==> src/design/mse_pkg.sv <==
// Shared types and constants for the merge sort engine.
package mse_pkg;

  localparam int unsigned MaxItems = 64;
  localparam int unsigned DataW    = 32;

  typedef struct packed {
    logic signed [DataW-1:0] value;
    logic                    is_last;
  } in_item_t;

  typedef struct packed {
    logic signed [DataW-1:0] sorted_value;
    logic                    end_of_run;
    logic                    overflow;
  } out_item_t;

  typedef struct packed {
    logic insert;
    logic shift;
  } cell_ctrl_t;

  typedef enum logic {
    ST_LOAD,
    ST_DRAIN
  } state_e;

endpackage

==> src/design/mse_cell.sv <==
// One sorting cell: holds one element, inserts in order or shifts toward the head.
module mse_cell (
  input  logic                                clk_i,
  input  logic                                rst_ni,
  input  mse_pkg::cell_ctrl_t                 ctrl_i,
  input  logic signed [mse_pkg::DataW-1:0]    x_i,
  input  logic                                left_lt_i,
  input  logic signed [mse_pkg::DataW-1:0]    left_val_i,
  input  logic                                left_vld_i,
  input  logic signed [mse_pkg::DataW-1:0]    right_val_i,
  input  logic                                right_vld_i,
  output logic                                lt_o,
  output logic signed [mse_pkg::DataW-1:0]    val_o,
  output logic                                vld_o
);

  logic signed [mse_pkg::DataW-1:0] val_q, val_d;
  logic                             vld_q, vld_d;

  // new element belongs at or before this slot
  assign lt_o  = !vld_q || (x_i < val_q);
  assign val_o = val_q;
  assign vld_o = vld_q;

  always_comb begin
    val_d = val_q;
    vld_d = vld_q;
    if (ctrl_i.shift) begin
      val_d = right_val_i;
      vld_d = right_vld_i;
    end else if (ctrl_i.insert) begin
      if (left_lt_i) begin
        val_d = left_val_i;
        vld_d = left_vld_i;
      end else if (lt_o) begin
        val_d = x_i;
        vld_d = 1'b1;
      end
    end
  end

  always_ff @(posedge clk_i or negedge rst_ni) begin
    if (!rst_ni) begin
      vld_q <= 1'b0;
    end else begin
      vld_q <= vld_d;
    end
  end

  always_ff @(posedge clk_i) begin
    val_q <= val_d;
  end

endmodule

==> config.mk <==
export PLATFORM = sky130hd
export DESIGN_NAME = mse_cell
export DESIGN_NICKNAME = d
export VERILOG_FILES = /design/src/design/mse_pkg.sv /design/src/design/mse_cell.sv
export SDC_FILE = /design/constraint.sdc
export NUM_CORES = 1
export LEC_CHECK = 0
export BUFFER_PORTS_ARGS = -buffer_cell sky130_fd_sc_hd__buf_2
export CORE_MARGIN = 2
export CORE_UTILIZATION = 49
export CTS_BUF_LIST = sky130_fd_sc_hd__clkbuf_4
export DETAILED_ROUTE_END_ITERATION = 6
export PLACE_DENSITY = 0.95
export SLEW_MARGIN = 20
export SYNTH_ARGS = -nofsm -noshare
export SYNTH_HDL_FRONTEND = slang
export SYNTH_SLANG_ARGS = --single-unit
==> constraint.sdc <==
create_clock -name clk_i -period 10.61 [get_ports clk_i]
set_clock_uncertainty 0.15 [all_clocks]
set_input_delay 0.5305 -clock clk_i [delete_from_list [all_inputs] [get_ports clk_i]]
set_output_delay 0.5305 -clock clk_i [all_outputs]
set_load 0.03 [all_outputs]
==> summary.md <==
| Metric | Value |
|---|---|
| P_leak | `1.735 nW` |
| Mux contribution to synthesized area | `0.1300` |
| Placed cells | `457` |
| Worst-Margin Slew | `1.015 ns` |
| Sequential area share after synthesis | `0.3882` |
| DR WL/cell | `13.35 um` |
| Largest family of logic cells by synthesized area | `adder cells` |
| # port buffers | `136` |
| #FFs+latches synth | `33` |
| Max Cap Viol | `0` |
| Synthesis warning total | `0` |
| CP max stage delay | `0.57 ns` |
| Minimum clock period | `3.177 ns` |
| I/O Pins | `137` |
| Vias in the first global route | `2,317` |
| Worst EP required | `9.93 ns` |
| Post-synthesis xor/xnor area fraction | `0` |
| Core area | `5042 sq um` |
| Post-route ant nets | `0` |
| Relative slew slack | `0.3233` |
| P_int | `0.2469 mW` |
| Net Sw Frac | `0.3630` |
| GRT Total Usage | `0.2174` |
| Clock Latency Late Sink | `0.33 ns` |
| Layout fillers | `396` |
| Area grow syn2layout | `31.33%` |
| CTS H-Tree Depth | `2` |
| Nature of the critical path startpoint | `register` |
| Largest net degree at the start of global routing | `69` |
| Total negative slack | `0 ns` |
| Final Non-Filler Cells | `466` |
| Multi-input gate area | `1400 sq um` |
| Reg area | `985.9 sq um` |
| Remaining DRCs | `0` |
| RD Place Congestion | `0.8147` |
| Synthesized instance count | `262` |
| Routed via count | `2,370` |
| CP max-delay cell | `or4_4` |
| Global-route wire length before repair | `10.23 mm` |
| Highest clock rate | `314.8 MHz` |
| Total CTS buffers | `5` |
| Simple-gate share of the synthesized area | `0.1256` |
| ANT cells | `0` |
| Hold Worst Slack | `0.2713 ns` |
| Final Cycle Share | `0.2994` |
| Initial Util | `0.5037` |
| Cell area after synthesis | `2540 sq um` |
| Die Wd | `76.00 um` |
| Worst-path clk slew | `0.10 ns` |
| Cell with the most instances after synthesis | `nand2_1` |
| Post-synth top cells | `nand2_1, o21ai_0, mux2i_1` |
| Fin nets | `529` |
| Root Driver | `clkbuf_4` |
| DIE HEIGHT | `76.00 um` |
| CTS max path bufs | `2` |
| Logic gate share of total power | `0.382` |
| PD cells | `116.2 nW/um^2` |
| Clock network fraction of total power | `0.180` |
| TritonCTS Sinks | `33` |
| Grt ovf | `0` |
| Die area | `5775 sq um` |
| Worst setup EP type | `output port` |
| Unique cell type count in the Yosys netlist | `35` |
| Antenna violations before repair | `0` |
| Starting DRT DRC Count | `44` |
| Syn Nets | `396` |
| Synth Area in Adders | `0.1527` |
| Hold Crit Class | `in2reg` |
| Final setup violation count | `0` |
| RSZ-0062 raised after global routing | `false` |
| Detailed Route WL | `6.223 mm` |
| Setup CP Type | `reg2out` |
| Switch Pwr | `0.1407 mW` |
| Post-synthesis compound-gate area fraction | `0.1399` |
| # rows | `26` |
| Max VDD drop | `0.08224 mV` |
| Crit Path Max Fanout | `4` |
| Share of layout cells above drive strength 1 | `0.3889` |
| Synth top area share | `0.3783` |
| CP arrival | `2.50 ns` |
| Synthesized area per cell | `9.694 sq um` |
| Dpl hpwl | `4.954 mm` |
| Asr flop ratio synth | `0.03030` |
| Final hold viol count | `0` |
| CP cell instances | `inv_1, ha_1, nand4_2, or4_4, nor2_2, o2bb2ai_2, nor2_2, mux2i_1, buf_2` |
| Ranking of synthesized cells by area | `edfxtp_1, ha_1, mux2i_1` |
| Worst path most repeated cell | `nor2_2` |
| Status | `finished, final reports clean` |
| Final Slew Violations | `0` |
| Top_reg_cell synth | `edfxtp_1` |
| Flop pwr share | `0.438` |
| Via density | `5.086` |
| Area leader, netlist | `edfxtp_1` |
| DR pass1 iterations | `4` |
| CTS tree | `built` |
| Post-synth EDFFs | `32` |
-- sequential cells by signal, summed over array words and instances, names as in the netlist --
name,count
val_o,32
vld_o,1
-- critical path, delay by kind of cell (launching register included) --
family                   cells  cell delay (ns)
AO/OA/AOI/OAI                1             0.14
adder cells (fa/ha/maj)      1             0.34
multiplexers                 1             0.14
AND/OR/NAND/NOR              4             0.92
flip-flops                   1             0.35
buffers and inverters        2             0.26
-- final timing paths --
check / from / end / slack [ns] / cells past startpoint
min in group asynchronous: rst_ni / vld_o$_DFFE_PN0P_ / 0.35 / 2
worst min register to register: vld_o$_DFFE_PN0P_ / vld_o$_DFFE_PN0P_ / 0.55 / 2
worst max register to register: val_o[21]$_DFFE_PP_ / val_o[10]$_DFFE_PP_ / 7.66 / 8
max in group asynchronous: rst_ni / vld_o$_DFFE_PN0P_ / 9.88 / 2
worst max-delay path: val_o[31]$_DFFE_PP_ / lt_o / 7.43 / 9
worst min-delay path: right_vld_i / vld_o$_DFFE_PN0P_ / 0.27 / 3
-- repair_timing --
action,4_1_cts,5_1_grt
gates resized for setup,0,0
hold buffers,1,0
setup endpoints to repair,0,0
endpoints found under the hold margin,1,0
buffers inserted,0,0
-- cell families (layout without fill, tap and decap cells) --
kind of cell,count (synthesis),in the layout
compound gates,58,58
buf+inv,42,176
fa+ha+maj,31,31
mux,33,33
simple gates,65,65
flops,33,33
-- routing by layer --
layer,vias to the layer above,part of all wire,GRT usage
li1,1208,-,-
met1,1060,0.39,0.2463
met2,91,0.53,0.4080
met3,11,0.054,0.03555
met4,0,0.019,0.08364
met5,-,0,0
-- per-stage QoR --
stage	power, mW	worst slack, ns	area, sq um	util
finish	0.3876	7.433	3336	0.6615
global route	0.4148	7.285	3336	0.6615
CTS	0.3926	7.397	3336	0.6615
detailed placement	0.3214	7.355	3271	0.6486
global placement	0.3148	7.479	3271	0.6486
floorplan	0.2692	6.996	2540	-
-- placed cells by master (no fill, tap or decap), drive strengths merged --
cell	n
buf	136
nand2	43
o21ai	36
mux2i	33
edfxtp	32
inv	31
ha	31
a21oi	9
clkbuf	6
nor2	6
nand4	4
a221oi	3
and2	3
o2bb2ai	3
nor3	2
nand3	2
and4	2
clkinv	2
and2b	1
a211oi	1
o211ai	1
o2111ai	1
nand2b	1
a2111oi	1
a21o	1
o31ai	1
or4	1
o22ai	1
dlygate4sd3	1
dfrtp	1
-- power by group through the flow --
stage / Sequential (mW) / Clock [mW] / Combinational, mW
3_5_place_dp: 0.173 / 0 / 0.148
5_1_grt: 0.172 / 0.0790 / 0.164
6_report: 0.170 / 0.0697 / 0.148
4_1_cts: 0.170 / 0.0731 / 0.149
2_1_floorplan: 0.203 / 0 / 0.0660
3_3_place_gp: 0.172 / 0 / 0.143
-- layout make-up --
class	instances	share of cell area
clock inverter	2	0.003001
inverter	31	0.03488
clock buffer	6	0.01350
sequential	33	0.2956
timing repair buffer	137	0.2071
tap	70	0.02626
multi-input combinational	187	0.4197
Note: power is estimated with default switching activity, not from simulation.
