[src/design/mse_pkg.sv]
// Shared types and constants for the merge sort engine.
package mse_pkg;

  localparam int unsigned MaxItems = 64;
  localparam int unsigned DataW    = 32;

  typedef struct packed {
    logic signed [DataW-1:0] value;
    logic                    is_last;
  } in_item_t;

  typedef struct packed {
    logic signed [DataW-1:0] sorted_value;
    logic                    end_of_run;
    logic                    overflow;
  } out_item_t;

  typedef struct packed {
    logic insert;
    logic shift;
  } cell_ctrl_t;

  typedef enum logic {
    ST_LOAD,
    ST_DRAIN
  } state_e;

endpackage

[src/design/mse_ctrl.sv]
// Load/drain sequencer: element count, drop flag and cell control.
module mse_ctrl #(
  parameter int unsigned MAX_ITEMS = mse_pkg::MaxItems
) (
  input  logic                clk_i,
  input  logic                rst_ni,
  input  logic                in_valid_i,
  input  logic                in_last_i,
  output logic                in_ready_o,
  output logic                out_valid_o,
  input  logic                out_ready_i,
  output logic                end_of_run_o,
  output logic                overflow_o,
  output mse_pkg::cell_ctrl_t cell_ctrl_o
);

  localparam int unsigned CntW = $clog2(MAX_ITEMS + 1);

  mse_pkg::state_e state_q, state_d;
  logic [CntW-1:0] cnt_q, cnt_d;
  logic            drop_q, drop_d;
  logic            in_acc, out_acc, has_room;

  assign has_room = cnt_q < CntW'(MAX_ITEMS);
  assign in_acc   = in_valid_i && in_ready_o;
  assign out_acc  = out_valid_o && out_ready_i;

  always_comb begin
    state_d = state_q;
    cnt_d   = cnt_q;
    drop_d  = drop_q;
    case (state_q)
      mse_pkg::ST_LOAD: begin
        if (in_acc) begin
          if (has_room) begin
            cnt_d = cnt_q + CntW'(1);
          end else begin
            drop_d = 1'b1;
          end
          if (in_last_i) begin
            state_d = mse_pkg::ST_DRAIN;
          end
        end
      end
      mse_pkg::ST_DRAIN: begin
        if (out_acc) begin
          cnt_d = cnt_q - CntW'(1);
          if (cnt_q == CntW'(1)) begin
            drop_d  = 1'b0;
            state_d = mse_pkg::ST_LOAD;
          end
        end
      end
      default: begin
        state_d = mse_pkg::ST_LOAD;
      end
    endcase
  end

  always_comb begin
    in_ready_o         = 1'b0;
    out_valid_o        = 1'b0;
    cell_ctrl_o.insert = 1'b0;
    cell_ctrl_o.shift  = 1'b0;
    case (state_q)
      mse_pkg::ST_LOAD: begin
        in_ready_o         = 1'b1;
        cell_ctrl_o.insert = in_valid_i && has_room;
      end
      mse_pkg::ST_DRAIN: begin
        out_valid_o       = 1'b1;
        cell_ctrl_o.shift = out_ready_i;
      end
      default: begin
        in_ready_o = 1'b0;
      end
    endcase
  end

  assign end_of_run_o = cnt_q == CntW'(1);
  assign overflow_o   = drop_q;

  always_ff @(posedge clk_i or negedge rst_ni) begin
    if (!rst_ni) begin
      state_q <= mse_pkg::ST_LOAD;
      cnt_q   <= '0;
      drop_q  <= 1'b0;
    end else begin
      state_q <= state_d;
      cnt_q   <= cnt_d;
      drop_q  <= drop_d;
    end
  end

endmodule

[config.mk]
export PLATFORM = sky130hd
export DESIGN_NAME = mse_ctrl
export DESIGN_NICKNAME = d
export VERILOG_FILES = /design/src/design/mse_pkg.sv /design/src/design/mse_ctrl.sv
export SDC_FILE = /design/constraint.sdc
export NUM_CORES = 1
export LEC_CHECK = 0
export ABC_CLOCK_PERIOD_IN_PS = 1800
export BUFFER_PORTS_ARGS = -buffer_cell sky130_fd_sc_hd__buf_2
export CAP_MARGIN = 25
export CORE_AREA = 2 2 39 41
export CTS_BUF_LIST = sky130_fd_sc_hd__clkbuf_8
export DETAILED_ROUTE_END_ITERATION = 12
export DIE_AREA = 0 0 41 43
export SYNTH_ARGS = -nofsm -noshare
export SYNTH_HDL_FRONTEND = slang
export SYNTH_SLANG_ARGS = --single-unit
[constraint.sdc]
create_clock -name clk_i -period 1.8 [get_ports clk_i]
set_clock_uncertainty 0.05 [all_clocks]
set_input_delay 0.18 -clock clk_i [delete_from_list [all_inputs] [get_ports clk_i]]
set_output_delay 0.18 -clock clk_i [all_outputs]
set_load 0.02 [all_outputs]
==> results of run 1 <==
[where the power goes]
group	internal (µW)	total [µW]	switching [µW]	leakage, µW
logic	180	389	209	0.000184
clock network	149	229	80.4	0.0000269
registers	303	434	131	0.000103
[cells by family (layout without fill, tap and decap cells)]
kind of cell | Yosys count | after routing | share of synthesized area, %
and+or+nand+nor | 18 | 18 | 21.4
AOI/OAI and AO/OA | 9 | 9 | 11.2
DFF | 9 | 9 | 40.5
xor gates and xnor gates | 7 | 7 | 11.0
buffers and inverters | 6 | 18 | 7.42
adders and majority gates | 3 | 3 | 6.74
muxes | 1 | 1 | 1.80
[per-stage QoR]
step,utilization [%],hold WS (ns),area (µm²),total power (µW),cells
global placement,43.1,-0.00295,597,819,76
finish,47.1,0.185,652,1050,81
floorplan,-,-0.166,557,736,53
detailed placement,43.1,-0.00427,597,825,76
global route,47.1,0.201,652,1140,81
CTS,47.1,0.188,652,1060,81
[layout by cell type (no fill, tap or decap)]
cell type,instances
and4b_1,1
nand2_1,3
or2_4,1
nand4_1,1
and3_1,1
dlygate4sd3_1,1
ha_1,3
nor4_1,1
o221ai_1,1
dfrtp_1,9
o21ai_0,2
nand3_1,1
clkbuf_8,3
nor3b_4,1
xnor2_1,3
and2_4,1
a211oi_2,1
inv_1,4
nor3_2,1
nor2_2,1
nor2_1,3
xor2_1,4
a31oi_1,1
a32o_1,1
mux2i_1,1
a21oi_1,3
nor3_1,2
buf_2,10
[metal layers]
layer / track usage, % / wire, µm
met5: 0 / 0
met4: 8.00 / 9
met3: 6.28 / 82
met2: 21.6 / 515
met1: 17.3 / 449
[state kept, by name, indices dropped and copies added, names as in the netlist]
signal and flops:
state_q 1, overflow_o 1, cnt_q 7
[how the worst max path moves through the flow]
stage / to / slack (ns)
floorplan: cnt_q[5]$_DFFE_PN0P_ / 0.23
detailed placement: cnt_q[5]$_DFFE_PN0P_ / 0.29
global placement: cnt_q[5]$_DFFE_PN0P_ / 0.34
global route: cnt_q[3]$_DFFE_PN0P_ / 0.08
finish: end_of_run_o / 0.25
CTS: end_of_run_o / 0.25
[final cells by class]
cell class / count / area share (%)
Clock buffer: 3 / 6.33
Clock inverter: 1 / 0.576
Inverter: 3 / 1.73
Multi-Input combinational cell: 38 / 44.5
Sequential cell: 9 / 34.5
Tap cell: 16 / 3.07
Timing Repair Buffer: 11 / 9.21
[critical path: cells and delay by family (launching register included)]
kind,cells,cell delay [ns]
DFF,1,0.39
buffers and inverters,2,0.31
and+or+nand+nor,1,0.23
adders and majority gates,1,0.15
==> summary.txt, run 1 <==
Flow run
  – Number of max-cap violations: 0

Global route
  – First-pass GRT wire length: 1680 µm
  – Vias in the first global route: 399
  – Largest net degree at the start of global routing: 11
  – GRT Resource Usage Total: 14.7%
  – Total congestion overflow: 0
  – Initial antenna violation count: 0

Route
  – DRT Wirelength: 1060 µm
  – Detailed Routing Iterations Pass 1: 4
  – Drt drc: 0
  – 1st-iter DRT viols: 15
  – Routed len/inst: 13.0 µm
  – Via Count: 422
  – ANT nets after route: 0
  – Via-per-instance ratio: 5.21

Clocking
  – Clock Tree Root: clkbuf_8
  – Clk buf depth: 2
  – Hold buffers post-CTS: 1
  – PostCTS Resize Cnt: 0
  – H-tree depth: 1
  – Clock transition at the registers of the reported paths: 0.04 ns
  – CTS Sinks: 9
  – TritonCTS buffer count: 3
  – CTS tree: yes
  – Setup Buffers After CTS: 0
  – Worst-Skew Late Latency: 0.23 ns

Critical path
  – Critical Path RT: 1.57 ns
  – Setup crit start: cnt_q[1]$_DFFE_PN0P_
  – Reg2Reg Depth: 4
  – Reg2reg start: state_q$_DFF_PN0_
  – CP endpoint kind: primary output
  – R2R setup slack: 0.30 ns
  – Startpoint class of the critical path: register
  – Cell Chain, Critical Path: inv_1 > ha_1 > and4b_1 > buf_2
  – Slowest CP cell: dfrtp_1
  – Reg2reg end: cnt_q[5]$_DFFE_PN0P_
  – Worst Setup Path Type: reg -> out
  – Max incr delay on CP: 0.39 ns
  – CP Max Fanout: 4
  – Crit path DAT: 1.32 ns

Yosys
  – Ys Warns: 0
  – Ys flop type: dfrtp_1
  – Avg Inst Size Synth: 10.5 µm²
  – Register area share after synthesis: 40.4%
  – Post-synth top area share: 40.4%
  – Syn Nets: 61
  – Area leader, netlist: dfrtp_1
  – Top cells by count, synth: 9 x dfrtp_1, 4 x xor2_1
  – Number of flops mapped to enable cells by yosys: 0
  – Post-synth ARST share: 100%
  – Dominant cell by count in the synthesized netlist: dfrtp_1
  – Synthesized cell area: 557 µm²
  – Post-synth cell types: 27
  – FF+latch count, synth: 9
  – Synthesized instance count: 53
  – Synth area leaders: dfrtp_1 40%, ha_1 6.7%, xor2_1 6.3%

Hold path
  – Hold Path Sink: state_q$_DFF_PN0_
  – Hold crit path type: in -> reg
  – Hold_sp: in_last_i
  – Hold path depth: 3

STA
  – F_max: 646 MHz
  – Setup ws final: 0.251 ns
  – Min cycle time layout: 1.55 ns
  – RSZ-0062 raised after global routing: false
  – Final hold vios: 0
  – Tcrit/Tclk final: 86.0%
  – Final TNS setup: 0 ns
  – Final Max Slew Viols: 0
  – Slew HR: 75.7%
  – Final setup viols: 0
  – Least-Margin Pin Slew: 0.365 ns

Finish
  – Area grow syn2layout: 17.1%
  – Share of layout cells above drive strength 1: 29.2%
  – # fillers: 134
  – Antenna cells: 0
  – Area of the multi-input gates: 290 µm²
  – Register area: 225 µm²
  – Layout Nets: 74

Placement
  – HPWL Detailed: 768 µm
  – DP Worst Slack: 0.292 ns
  – PortBufs: 10
  – Placer Congestion: 0.714

Floorplanning
  – Ports: 11
  – Die extent in y: 43 µm
  – Full die area: 1760 µm²
  – Core Box Area: 1380 µm²
  – Std-Cell Rows: 14
  – Die X-Extent: 41 µm
  – Initial Utilization: 40.2%

Power
  – P_leak: 0.000314 µW
  – Pwr dens: 1610 nW/µm²
  – VDD IR-drop max: 694 µV

Outcome
  – Status: completed
Note: power is estimated with default switching activity, not from simulation.
==> run 2, diff against run 1 <==
--- a/config.mk
+++ b/config.mk
@@ -5,13 +5,14 @@
 export SDC_FILE = /design/constraint.sdc
 export NUM_CORES = 1
 export LEC_CHECK = 0
-export ABC_CLOCK_PERIOD_IN_PS = 1800
+export ABC_CLOCK_PERIOD_IN_PS = 1600
 export BUFFER_PORTS_ARGS = -buffer_cell sky130_fd_sc_hd__buf_2
 export CAP_MARGIN = 25
 export CORE_AREA = 2 2 39 41
 export CTS_BUF_LIST = sky130_fd_sc_hd__clkbuf_8
 export DETAILED_ROUTE_END_ITERATION = 12
 export DIE_AREA = 0 0 41 43
+export PLACE_DENSITY = 0.62
 export SYNTH_ARGS = -nofsm -noshare
 export SYNTH_HDL_FRONTEND = slang
 export SYNTH_SLANG_ARGS = --single-unit
==> constraint.sdc (replaced) <==
create_clock -name clk_i -period 1.6 [get_ports clk_i]
set_clock_uncertainty 0.05 [all_clocks]
set_input_delay 0.16 -clock clk_i [delete_from_list [all_inputs] [get_ports clk_i]]
set_output_delay 0.16 -clock clk_i [all_outputs]
set_load 0.02 [all_outputs]
==> summary.txt, run 2 (synthesized netlist as in run 1, its figures left out) <==
Outcome
  – Status: completed

Finish
  – Biggest register: cnt_q
  – Share of layout cells above drive strength 1: 30.3%
  – Layout Nets: 75
  – Post-route cell area: 662 µm²
  – Area grow syn2layout: 18.9%
  – Fin cells: 82
  – # fillers: 135
  – Commonest cells after routing, fill and taps aside: 9 x dfrtp_1, 9 x buf_2, 4 x inv_1, 4 x xor2_1
  – Max reg flops: 7
  – Antenna cells: 0

Hold path
  – Hold Path Sink: overflow_o$_DFFE_PN0P_
  – Hold crit path type: in -> reg
  – Hold_sp: in_valid_i
  – Hold path depth: 2

Placement
  – Placer Congestion: 0.801
  – Inst Count DP: 77
  – PortBufs: 10
  – Post-Place Cell Area: 604 µm²
  – DP Worst Slack: 0.208 ns

Critical path
  – Reg2Reg Depth: 4
  – Reg2reg end: cnt_q[5]$_DFFE_PN0P_
  – Crit path DAT: 1.28 ns
  – Reg2reg start: state_q$_DFF_PN0_
  – CP endpoint kind: primary output
  – CP Max Fanout: 4
  – Worst Setup Path Type: reg -> out
  – R2R setup slack: 0.18 ns
  – Startpoint class of the critical path: register
  – Critical Path RT: 1.39 ns

STA
  – WHS: 0.171 ns
  – Setup ws final: 0.108 ns
  – Slew HR: 77.9%
  – Tcrit/Tclk final: 93.2%
  – Min cycle time layout: 1.49 ns
  – Final setup viols: 0
  – RSZ-0062 raised after global routing: false
  – Final TNS setup: 0 ns
  – F_max: 670 MHz
  – Final hold vios: 0
  – Final Max Slew Viols: 0
  – Least-Margin Pin Slew: 0.329 ns

Power
  – P_leak: 0.000319 µW
  – Pwr dens: 1790 nW/µm²
  – VDD IR-drop max: 964 µV

Route
  – Via-per-instance ratio: 5.11
  – ANT nets after route: 0
  – 1st-iter DRT viols: 3
  – DRT Wirelength: 993 µm
  – Via Count: 419
  – Routed len/inst: 12.1 µm
  – Detailed Routing Iterations Pass 1: 4
  – Drt drc: 0

Floorplanning
  – Std-Cell Rows: 14
  – Full die area: 1760 µm²
  – Die X-Extent: 41 µm
  – Initial Utilization: 40.2%
  – Die extent in y: 43 µm
  – Core Box Area: 1380 µm²
  – Ports: 11

Clocking
  – TritonCTS buffer count: 3
  – Clk buf depth: 2
  – Clock transition at the registers of the reported paths: 0.05 ns
  – CTS Sinks: 9
  – Worst-Skew Late Latency: 0.23 ns
  – Clock Tree Root: clkbuf_8
  – CTS tree: yes
  – H-tree depth: 1

Global route
  – First-pass GRT wire length: 1670 µm
  – Total congestion overflow: 0
  – Largest net degree at the start of global routing: 10
  – GRT Resource Usage Total: 14.6%
  – Initial antenna violation count: 0
  – Vias in the first global route: 393

Flow run
  – Number of max-cap violations: 0
## run 2: cell count changes in the layout (fill, tap and decap cells not counted)
cell | before | now
buf_4 | 0 | 2
buf_2 | 10 | 9
## run 2: timing repair
action	in CTS	in global routing
hold buffers	1	0
setup buffers	0	0
setup endpoints to repair	0	1
gates resized for setup	0	1
hold endpoints to repair	9	0
## run 2: critical path: stages, from the launching register on
cell	delay, ns
dfrtp_1	0.39
inv_1	0.12
ha_1	0.15
and4b_1	0.24
buf_4	0.16
## run 2: stage by stage
stage / util [%] / power, µW
after detailed placement: 43.7 / 935
after floorplan: - / 828
final: 47.8 / 1190
after global placement: 43.7 / 924
after CTS: 47.6 / 1200
after global routing: 47.8 / 1290
## run 2: how the worst max path moves through the flow
stage | start | end | slack (ns) | cells past startpoint
5_1_grt | cnt_q[1]$_DFFE_PN0P_ | end_of_run_o | 0.01 | 4
3_3_place_gp | state_q$_DFF_PN0_ | cnt_q[5]$_DFFE_PN0P_ | 0.18 | 4
6_report | cnt_q[1]$_DFFE_PN0P_ | end_of_run_o | 0.11 | 4
2_1_floorplan | state_q$_DFF_PN0_ | cnt_q[5]$_DFFE_PN0P_ | 0.03 | 5
3_5_place_dp | state_q$_DFF_PN0_ | cnt_q[5]$_DFFE_PN0P_ | 0.21 | 4
4_1_cts | cnt_q[1]$_DFFE_PN0P_ | end_of_run_o | 0.08 | 4
## run 2: final cells by class
cell class                 count  area [µm²]  area share [%]
clock inverter                 1        3.75           0.567
timing repair buffer          12        70.1            10.6
tap                           16        20.0            3.02
sequential                     9         225            34.0
inverter                       3        11.3            1.70
multi-input combinational     38         290            43.9
clock buffer                   3        41.3            6.24
## run 2: report_power, final
group          total (µW)  switching, µW  leakage, µW  internal [µW]
Combinational         455            245     0.000188            209
Clock                 255           87.9    0.0000269            167
Sequential            478            138     0.000103            341
## run 2: layer usage
layer | vias to the layer above | global-route usage [%] | part of all wire (%)
met5 | - | 0 | 0
met4 | 0 | 4.00 | 0
met3 | 0 | 9.42 | 8.4
met2 | 15 | 20.6 | 45
met1 | 191 | 18.1 | 47
li1 | 213 | - | -
==> run 3, diff against run 2 <==
--- a/config.mk
+++ b/config.mk
@@ -5,6 +5,7 @@
 export SDC_FILE = /design/constraint.sdc
 export NUM_CORES = 1
 export LEC_CHECK = 0
+export ABC_AREA = 1
 export ABC_CLOCK_PERIOD_IN_PS = 1600
 export BUFFER_PORTS_ARGS = -buffer_cell sky130_fd_sc_hd__buf_2
 export CAP_MARGIN = 25
@@ -12,7 +13,7 @@
 export CTS_BUF_LIST = sky130_fd_sc_hd__clkbuf_8
 export DETAILED_ROUTE_END_ITERATION = 12
 export DIE_AREA = 0 0 41 43
-export PLACE_DENSITY = 0.62
+export PLACE_DENSITY = 0.69
 export SYNTH_ARGS = -nofsm -noshare
 export SYNTH_HDL_FRONTEND = slang
 export SYNTH_SLANG_ARGS = --single-unit
==> summary.txt, run 3 <==
Yosys
  – Post-synth top area share: 35.1%
  – Synth area leaders: dfrtp_1 35%, nand2_1 18%, inv_1 7.0%
  – FF+latch count, synth: 9
  – Dominant cell by count in the synthesized netlist: nand2_1
  – Number of flops mapped to enable cells by yosys: 0
  – Synthesized cell area: 642 µm²
  – Ys flop type: dfrtp_1
  – Avg Inst Size Synth: 7.46 µm²
  – Area leader, netlist: dfrtp_1
  – Top cells by count, synth: 31 x nand2_1, 12 x inv_1, 9 x dfrtp_1, 7 x nand3_1, 5 x nor2_1
  – Post-synth ARST share: 100%
  – Post-synth cell types: 18
  – Register area share after synthesis: 35.1%
  – Ys Warns: 0
  – Syn Nets: 94
  – Synthesized instance count: 86

Critical path
  – Critical Path RT: 1.39 ns
  – Startpoint class of the critical path: register
  – Cell Chain, Critical Path: inv_1 > ha_1 > nand2_1 > nor2_1 > buf_2
  – CP Max Fanout: 4
  – Worst Setup Path Type: reg -> out
  – Max incr delay on CP: 0.39 ns
  – Slowest CP cell: dfrtp_1
  – Crit path DAT: 1.31 ns
  – CP endpoint kind: primary output

Clocking
  – H-tree depth: 1
  – Clock transition at the registers of the reported paths: 0.05 ns
  – Setup Buffers After CTS: 0
  – Clk buf depth: 2
  – Worst-Skew Late Latency: 0.23 ns
  – CTS Sinks: 9
  – Clock Tree Root: clkbuf_8
  – TritonCTS buffer count: 3
  – CTS tree: yes

Global route
  – First-pass GRT wire length: 1960 µm
  – GRT Resource Usage Total: 17.0%
  – Largest net degree at the start of global routing: 12
  – Vias in the first global route: 488
  – Total congestion overflow: 0
  – Initial antenna violation count: 0

STA
  – Least-Margin Pin Slew: 0.284 ns
  – Slew HR: 81.1%
  – F_max: 658 MHz
  – Final hold vios: 0
  – Min cycle time layout: 1.52 ns
  – Final Max Slew Viols: 0
  – Tcrit/Tclk final: 95.0%
  – RSZ-0062 raised after global routing: false
  – WHS: 0.145 ns
  – Final setup viols: 0
  – Final TNS setup: 0 ns

Flow run
  – Number of max-cap violations: 0

Placement
  – HPWL Detailed: 952 µm
  – Placer Congestion: 0.797
  – PortBufs: 10

Finish
  – Area grow syn2layout: 16.8%
  – Most common cell after layout, fill and taps aside: nand2_1
  – Final core utilization: 54.2%
  – Share of layout cells above drive strength 1: 23.2%
  – Layout Nets: 108
  – Max reg flops: 7
  – Biggest register: cnt_q
  – Commonest cells after routing, fill and taps aside: 31 x nand2_1, 13 x inv_1, 10 x buf_2
  – # fillers: 149
  – Antenna cells: 0

Route
  – Detailed Routing Iterations Pass 1: 2
  – Drt drc: 0
  – Routed len/inst: 10.7 µm
  – ANT nets after route: 0
  – Via Count: 546
  – Via-per-instance ratio: 4.75
  – 1st-iter DRT viols: 7
  – DRT Wirelength: 1230 µm

Floorplanning
  – Std-Cell Rows: 14
  – Initial Utilization: 46.4%
  – Full die area: 1760 µm²
  – Die extent in y: 43 µm
  – Core Box Area: 1380 µm²
  – Ports: 11
  – Die X-Extent: 41 µm

Hold path
  – Hold crit path type: in -> reg

Power
  – P_leak: 0.000433 µW
  – Pwr dens: 2050 nW/µm²
  – VDD IR-drop max: 821 µV

Outcome
  – Status: completed
-- run 3: cell count changes after synthesis, sizes merged, moves of 2 or more --
cell   before  now
nand2       3   36
inv         3   13
nand3       1    9
a21oi       3    0
nor3        3    0
xnor2       3    0
nor2        4    6
-- run 3: report_power, final --
group | internal (µW) | total [µW] | leakage [µW] | switching [µW]
clock network | 167 | 257 | 0.0000269 | 90.0
registers | 347 | 515 | 0.000104 | 168
logic | 281 | 764 | 0.000302 | 483
total | 795 | 1540 | 0.000433 | 741
-- run 3: timing repair --
action                                  in CTS  in global routing
hold buffers                                 1                  0
hold endpoints to repair                     9                  0
endpoints found under the setup margin       0                  1
gates resized for setup                      0                  1
-- run 3: cell families after synthesis --
group | count (synthesis) | synth area share (%)
adders and majority gates | 3 | 5.85
and+or+nand+nor | 52 | 39.2
DFF | 9 | 35.1
AOI/OAI and AO/OA | 3 | 2.73
xor gates and xnor gates | 4 | 5.46
buffers and inverters | 15 | 11.7
-- run 3: worst paths after layout --
path	start	to	slack [ns]	depth (start not counted)
worst max-delay path	cnt_q[1]$_DFFE_PN0P_	end_of_run_o	0.08	5
worst min-delay path	in_last_i	state_q$_DFF_PN0_	0.15	3
worst max register to register	cnt_q[0]$_DFFE_PN0P_	cnt_q[6]$_DFFE_PN0P_	0.26	8
worst min register to register	overflow_o$_DFFE_PN0P_	overflow_o$_DFFE_PN0P_	0.44	2
max in group asynchronous	rst_ni	state_q$_DFF_PN0_	1.03	2
min in group asynchronous	rst_ni	cnt_q[0]$_DFFE_PN0P_	0.26	2
-- run 3: cell type report --
type                       instances  area (µm²)  share of cell area [%]
inverter                          13        56.3                    7.51
clock buffer                       3        41.3                    5.51
timing repair buffer              11        60.1                    8.01
sequential                         9         226                    30.2
tap                               16        20.0                    2.67
clock inverter                     1        3.75                   0.501
multi-input combinational         62         342                    45.6
-- run 3: through the flow --
step | setup slack, ns | cells | total power (µW) | instance area [µm²]
2_1_floorplan | 0.201 | 86 | 1120 | 642
3_5_place_dp | 0.205 | 110 | 1280 | 693
3_3_place_gp | 0.227 | 110 | 1270 | 693
6_report | 0.0792 | 115 | 1540 | 749
4_1_cts | 0.0335 | 115 | 1550 | 748
5_1_grt | 0.00532 | 115 | 1690 | 749
-- run 3: per-layer routing --
metal | vias to the layer above | routed length [µm] | GRT usage [%]
li1 | 288 | - | -
met1 | 248 | 555 | 19.3
met2 | 10 | 617 | 27.5
met3 | 0 | 56 | 4.71
met4 | 0 | 0 | 8.00
met5 | - | 0 | 0
-- run 3: critical path: cells and delay by family (launching register included) --
family / cells / cell delay [ns]
flops: 1 / 0.39
buf+inv: 2 / 0.31
simple gates: 2 / 0.22
fa+ha+maj: 1 / 0.16
